**src/hdl/apu_pkg.sv**
```systemverilog
`timescale 1ns / 1ps
`default_nettype none

package apu_pkg;

  // longest permutation handled
  localparam int MAX_LEN = 20;
  // field widths
  localparam int LEN_W   = 5;
  localparam int RANK_W  = 50;
  // count table addressing: {row, column}
  localparam int ROW_W     = $clog2(MAX_LEN + 1);
  localparam int ADDR_W    = ROW_W + LEN_W;
  localparam int TBL_DEPTH = (MAX_LEN + 1) << LEN_W;

  typedef logic [LEN_W-1:0]  len_t;
  typedef logic [RANK_W-1:0] cnt_t;

  // controller to datapath
  typedef struct packed {
    logic load;
    logic fill_init;
    logic fill_rd;
    logic fill_wr;
    logic pass_up;
    logic src_valid;
    logic acc_clr;
    len_t row;
    len_t col;
    logic scan_start;
    len_t pos;
    logic emit;
    logic emit_last;
    logic emit_err;
  } dp_cmd_t;

  // datapath to controller
  typedef struct packed {
    len_t len;
    logic len_bad;
    logic rank_zero;
    logic done;
    logic chosen_zero;
    logic out_free;
  } dp_sts_t;

endpackage

`default_nettype wire

```
**src/hdl/apu_ctrl.sv**
```systemverilog
`timescale 1ns / 1ps
`default_nettype none

module apu_ctrl (
  input  logic              clk,
  input  logic              rst_n,
  input  logic              in_valid,
  output logic              in_ready,
  input  apu_pkg::dp_sts_t  sts,
  output apu_pkg::dp_cmd_t  cmd
);
  import apu_pkg::*;

  typedef enum logic [2:0] {
    S_FILL_INIT,
    S_FILL_RD,
    S_FILL_WR,
    S_IDLE,
    S_CHECK,
    S_SCAN_GO,
    S_SCAN_WAIT,
    S_EMIT
  } state_t;

  state_t state_r, state_nxt;
  len_t   row_r, row_nxt;
  len_t   col_r, col_nxt;
  logic   pass_up_r, pass_up_nxt;
  len_t   pos_r, pos_nxt;
  logic   err_r, err_nxt;

  always_comb begin
    state_nxt   = state_r;
    row_nxt     = row_r;
    col_nxt     = col_r;
    pass_up_nxt = pass_up_r;
    pos_nxt     = pos_r;
    err_nxt     = err_r;
    in_ready    = 1'b0;
    cmd           = '0;
    cmd.row       = row_r;
    cmd.col       = col_r;
    cmd.pass_up   = pass_up_r;
    cmd.src_valid = (col_r < row_r);
    cmd.pos       = pos_r;
    cmd.emit_last = (pos_r == sts.len);
    cmd.emit_err  = err_r;
    case (state_r)
      S_FILL_INIT: begin
        cmd.fill_init = 1'b1;
        row_nxt       = LEN_W'(2);
        col_nxt       = LEN_W'(1);
        pass_up_nxt   = 1'b0;
        state_nxt     = S_FILL_RD;
      end
      S_FILL_RD: begin
        cmd.fill_rd = 1'b1;
        state_nxt   = S_FILL_WR;
      end
      S_FILL_WR: begin
        cmd.fill_wr = 1'b1;
        state_nxt   = S_FILL_RD;
        if (!pass_up_r) begin
          if (col_r == row_r) begin
            cmd.acc_clr = 1'b1;
            pass_up_nxt = 1'b1;
          end else begin
            col_nxt = col_r + LEN_W'(1);
          end
        end else if (col_r == LEN_W'(1)) begin
          cmd.acc_clr = 1'b1;
          pass_up_nxt = 1'b0;
          row_nxt     = row_r + LEN_W'(1);
          if (row_r == LEN_W'(MAX_LEN)) begin
            state_nxt = S_IDLE;
          end
        end else begin
          col_nxt = col_r - LEN_W'(1);
        end
      end
      S_IDLE: begin
        in_ready = 1'b1;
        if (in_valid) begin
          cmd.load  = 1'b1;
          state_nxt = S_CHECK;
        end
      end
      S_CHECK: begin
        if (sts.len_bad) begin
          state_nxt = S_IDLE;
        end else begin
          pos_nxt   = LEN_W'(1);
          err_nxt   = 1'b0;
          state_nxt = S_SCAN_GO;
        end
      end
      S_SCAN_GO: begin
        cmd.scan_start = 1'b1;
        state_nxt      = S_SCAN_WAIT;
      end
      S_SCAN_WAIT: begin
        if (sts.done) begin
          if (pos_r == LEN_W'(1) && (sts.rank_zero || sts.chosen_zero)) begin
            err_nxt = 1'b1;
          end
          state_nxt = S_EMIT;
        end
      end
      S_EMIT: begin
        if (sts.out_free) begin
          cmd.emit = 1'b1;
          if (pos_r == sts.len) begin
            state_nxt = S_IDLE;
          end else begin
            pos_nxt   = pos_r + LEN_W'(1);
            state_nxt = err_r ? S_EMIT : S_SCAN_GO;
          end
        end
      end
      default: begin
        state_nxt = S_FILL_INIT;
      end
    endcase
  end

  always_ff @(posedge clk) begin
    if (!rst_n) begin
      state_r   <= S_FILL_INIT;
      row_r     <= '0;
      col_r     <= '0;
      pass_up_r <= 1'b0;
      pos_r     <= '0;
      err_r     <= 1'b0;
    end else begin
      state_r   <= state_nxt;
      row_r     <= row_nxt;
      col_r     <= col_nxt;
      pass_up_r <= pass_up_nxt;
      pos_r     <= pos_nxt;
      err_r     <= err_nxt;
    end
  end

endmodule

`default_nettype wire

```
**config.mk**
```make
export PLATFORM = sky130hd
export DESIGN_NAME = apu_ctrl
export DESIGN_NICKNAME = d
export VERILOG_FILES = /design/src/hdl/apu_pkg.sv /design/src/hdl/apu_ctrl.sv
export SDC_FILE = /design/constraint.sdc
export NUM_CORES = 1
export LEC_CHECK = 0
export BUFFER_PORTS_ARGS = -buffer_cell sky130_fd_sc_hd__buf_2
export CAP_MARGIN = 20
export CORE_ASPECT_RATIO = 0.7
export CORE_MARGIN = 2
export CORE_UTILIZATION = 49
export CTS_BUF_LIST = sky130_fd_sc_hd__clkbuf_8
export CTS_CLUSTER_SIZE = 30
export DETAILED_ROUTE_END_ITERATION = 10
export PLACE_DENSITY = 0.77
export SETUP_SLACK_MARGIN = 0.15
export SYNTH_ARGS = -nofsm -noshare
export SYNTH_HDL_FRONTEND = slang
export SYNTH_SLANG_ARGS = --single-unit
```
**constraint.sdc**
```tcl
create_clock -name clk -period 2.4 [get_ports clk]
set_clock_uncertainty 0.1 [all_clocks]
set_input_delay 0.12 -clock clk [delete_from_list [all_inputs] [get_ports clk]]
set_output_delay 0.12 -clock clk [all_outputs]
set_load 0.1 [all_outputs]
```
Word level (Yosys, flattened, before mapping) --
Cells that the tools add are included. W data, S select, Z words.
Word-level totals: memory bits (writable) 0, flip-flop bits (word level) 20, bits in latches 0, word-level logic and storage cells 85, input port bits 13, memories 0, ROM bits 0
Cells by class: multipliers 0, $add $sub $neg 4, div/mod/pow operators 0, shift operators 0, magnitude comparators 1, equality and inequality tests 22, bitwise operators 0, reductions and logical operators 11, multiplexer cells 41
Operators by type and width (number):
- $mux W5 | 8
- $pmux W5 S2 | 3
- $pmux W3 S8 | 1
- $mux W1 | 18
- $ne A2 B2 Y1 const B | 8
- $add A5 B1 Y5 const B | 3
- $mux W3 | 5
- $eq A3 B3 Y1 const B | 4
- $eq A5 B1 Y1 const B | 2
- $eq A5 B5 Y1 | 2
- $reduce_and A3 Y1 | 3
- $mux W2 | 4
- $reduce_and A4 Y1 | 2
- $eq A3 B2 Y1 const B | 2
- $ne A3 B3 Y1 const B | 2
- $reduce_bool A2 Y1 | 3
- $eq A5 B5 Y1 const B | 1
- $lt A5 B5 Y1 | 1
- $sub A5 B1 Y5 const B | 1
- $pmux W1 S2 | 2
- $eq A3 B1 Y1 const B | 1
- $logic_not A3 Y1 | 1
- $logic_and A1 B1 Y1 | 1
- $logic_or A1 B1 Y1 | 1

Depth between registers and ports, before layout --
depth after elaboration 5, depth in mapped cells 7

Least setup slack after synthesis --
OpenSTA, ideal clock, no wires.
path kind register to output, start point reg row_r[1], end point out cmd[20] in the netlist's numbering, cell stages (with the launch flop) 8, path buffers 0, arrival 3442 ps, slack -1262 ps, required time 2180 ps, path through dfxtp_1 > inv_1 > ha_1 > nor2b_1 > o21a_1 > o21ai_0 > nand2b_1 > a21oi_1
RTL lines:
- start, declared | RTL line apu_ctrl.sv:26 | len_t row_r, row_nxt;
- start signal, assigned | RTL line apu_ctrl.sv:136 | row_r <= row_nxt;
- end, declared | RTL line apu_ctrl.sv:10 | output apu_pkg::dp_cmd_t cmd

==> run metrics <==
status complete, no violations; number of max-cap violations 0; nature of the critical path startpoint flop; Starting Density about half; Slew @ Worst Pin ~630 ps; adder-cell share of the synthesized area 10.4%; CP max stage delay 350 ps; die area around 3400 um2; fmax 462 MHz; total clock sinks 20; Worst Setup End Kind output port; # diodes 0; final setup TNS 0 ps; GRT Total Usage 21.8%; unrepaired setup endpoints after global routing true; Compound-Gate Fraction of Synth Area 19.8%; YS warnings 0; buffer count from post-CTS setup fixing 0; cell area after synthesis 1440 um2; CTS tree yes; register area share after synthesis 27.7%; synthesized instance count 175; non-filler instance count after layout 247; CTS max path bufs 2; crit-path cells inv_1, ha_1, nor2b_1, o21a_1, o21ai_0, nand2b_1, a21oi_4, buf_6; Peak supply drop 0.297 mV; Yosys reg bits 20; Tcrit/Tclk final roughly nine tenths; share of the synthesized area in the top cell type between 20% and 30%; number of cells after detailed placement 243; Hold-fix buffers, CTS 0; dominant cell type by area after synthesis dfxtp_1; commonest non-fill, non-tap cell in the layout buf_2; drt initial violations 75; syn nets 200; Post-Synth Simple-Gate Area around a quarter; Port Buffers 39; CP max stage cell dfxtp_4; Area Growth Syn to Fin 21.5%; CP Data Required Time about 2200 ps; gr ovfl total 0; Slew Limit Fails 0; design area ~1800 um2; synth top area cells dfxtp_1 (28%), ha_1 (10%), xnor2_1 (5.5%); DRT Pass-1 Iters 4; Total Routed Length ~3.5 mm; most frequent cells in the layout buf_2 (37), nand2_1 (15), inv_1 (14); vias in the first global route between 1000 and 1500; Ports 40; Die H slightly below 50 um; Pwr Density 471 nW/um2; placement-stage cell area 1700 um2; DIE WIDTH 68.9 um; CTS clk-pin slew, worst paths approximately 80 ps; post-synthesis mux area share 2.86%; main combinational cell family by area after synthesis simple AND/OR/NAND/NOR gates; DR vias 1401; Final setup viols 0; fin crit period roughly 2200 ps; DR vias/cell 5.67; largest net degree at the start of global routing 25; Site Rows 16; Worst-Skew Late Latency 260 ps; Worst Path Buf+Inv 2; final net count 237; fillcell total approximately 260; gp weighted congestion 0.932; cts repair resizes 2; Leakage just under 0.0008 uW; number of synthesized flops with an enable pin 0; Post-synth top flop dfxtp_1; Min-Delay Path Class in2reg; Netlist cell types 43; fraction of registers with async set or reset after synthesis 0%; Crit path arrival time 1950 ps; share of layout cells above drive strength 1 around 34%; cts bufs inserted 3; xor/xnor cell area share of the yosys netlist 7.89%; WL/cell ~14 um; # DRC 0; Detail Route Antenna Nets 0; H-tree Lvls 1; Max transition margin 58.0%; Hold Violations, Final 0; CP Max Fanout 4; initial antenna violation count 0; DP HPWL roughly 2.7 mm; syn_area_per_cell between 8 and 9 um2; kind of critical path reg2out; first-pass GRT wire length 5.70 mm; CP top delay family compound AO/OA/AOI/OAI gates; core area ~2800 um2; clk root buf clkbuf_8
-- path summary, 6_finish.rpt --
kind	startpoint	to	slack, ps	cells past startpoint
worst max-delay path	row_r[1]	cmd[20]	230	8
worst min register to register	pos_r[2]	pos_r[2]	410	2
worst min-delay path	rst_n	pos_r[0]	30	3
worst max register to register	state_r[0]	state_r[2]	460	5
-- power breakdown --
part	total (uW)	internal (uW)	switching, uW	leakage [uW]
combinational	246	66.5	180	0.000577
clock	223	114	109	0.0000269
sequential	358	338	19.4	0.000171
total	826	519	308	0.000775
-- registers in the layout, summed over array words and instances (netlist names) --
name	count
state_r	3
col_r	5
pos_r	5
pass_up_r	1
err_r	1
row_r	5
-- routing by layer --
layer | track usage [%] | vias up | wire length, um | part of all wire, %
met5 | 0 | - | 0 | 0
met4 | 4.25 | 0 | 24 | 0.69
met3 | 5.31 | 5 | 210 | 6.0
met2 | 32.9 | 41 | 1570 | 45
met1 | 31.6 | 652 | 1680 | 48
li1 | - | 703 | - | -
-- synthesized netlist by cell type, types with 7 or more instances --
cell type	number
nand2_1	15
nand3_1	7
nor2_1	15
a21oi_1	10
inv_1	13
nor3_1	8
dfxtp_1	20
ha_1	12
xnor2_1	9
-- area by class of cell --
class	instances	area, um2	share of cell area (%)
Clock buffer	3	41.3	2.35
Timing Repair Buffer	40	211	12.1
Clock inverter	1	3.75	0.214
Tap cell	36	45.0	2.57
Inverter	13	48.8	2.78
Multi-Input combinational cell	134	973	55.5
Sequential cell	20	430	24.5
-- kinds of logic after synthesis --
group / count (synthesis)
multiplexers: 4
adder cells (fa/ha/maj): 12
flip-flops: 20
buffers and inverters: 21
AND/OR/NAND/NOR: 67
XOR/XNOR: 13
AO/OA/AOI/OAI: 38
-- worst reg2reg max path: stages, from the launching register on --
cell and delay (ps):
dfxtp_1 630, inv_1 220, or3_1 420, a31oi_1 190, a2111oi_1 70, a41o_1 210
-- metrics by stage --
step | hold WS, ps | util [%] | worst slack [ps] | power, uW
2_1_floorplan | 151 | - | 69.1 | 563
3_3_place_gp | 297 | 60.6 | 407 | 599
3_5_place_dp | 311 | 60.6 | 334 | 606
4_1_cts | 28.3 | 62.4 | 178 | 831
5_1_grt | 39.7 | 62.6 | 133 | 869
6_report | 29.6 | 62.6 | 233 | 826
Power figures use the tool's default switching activity.
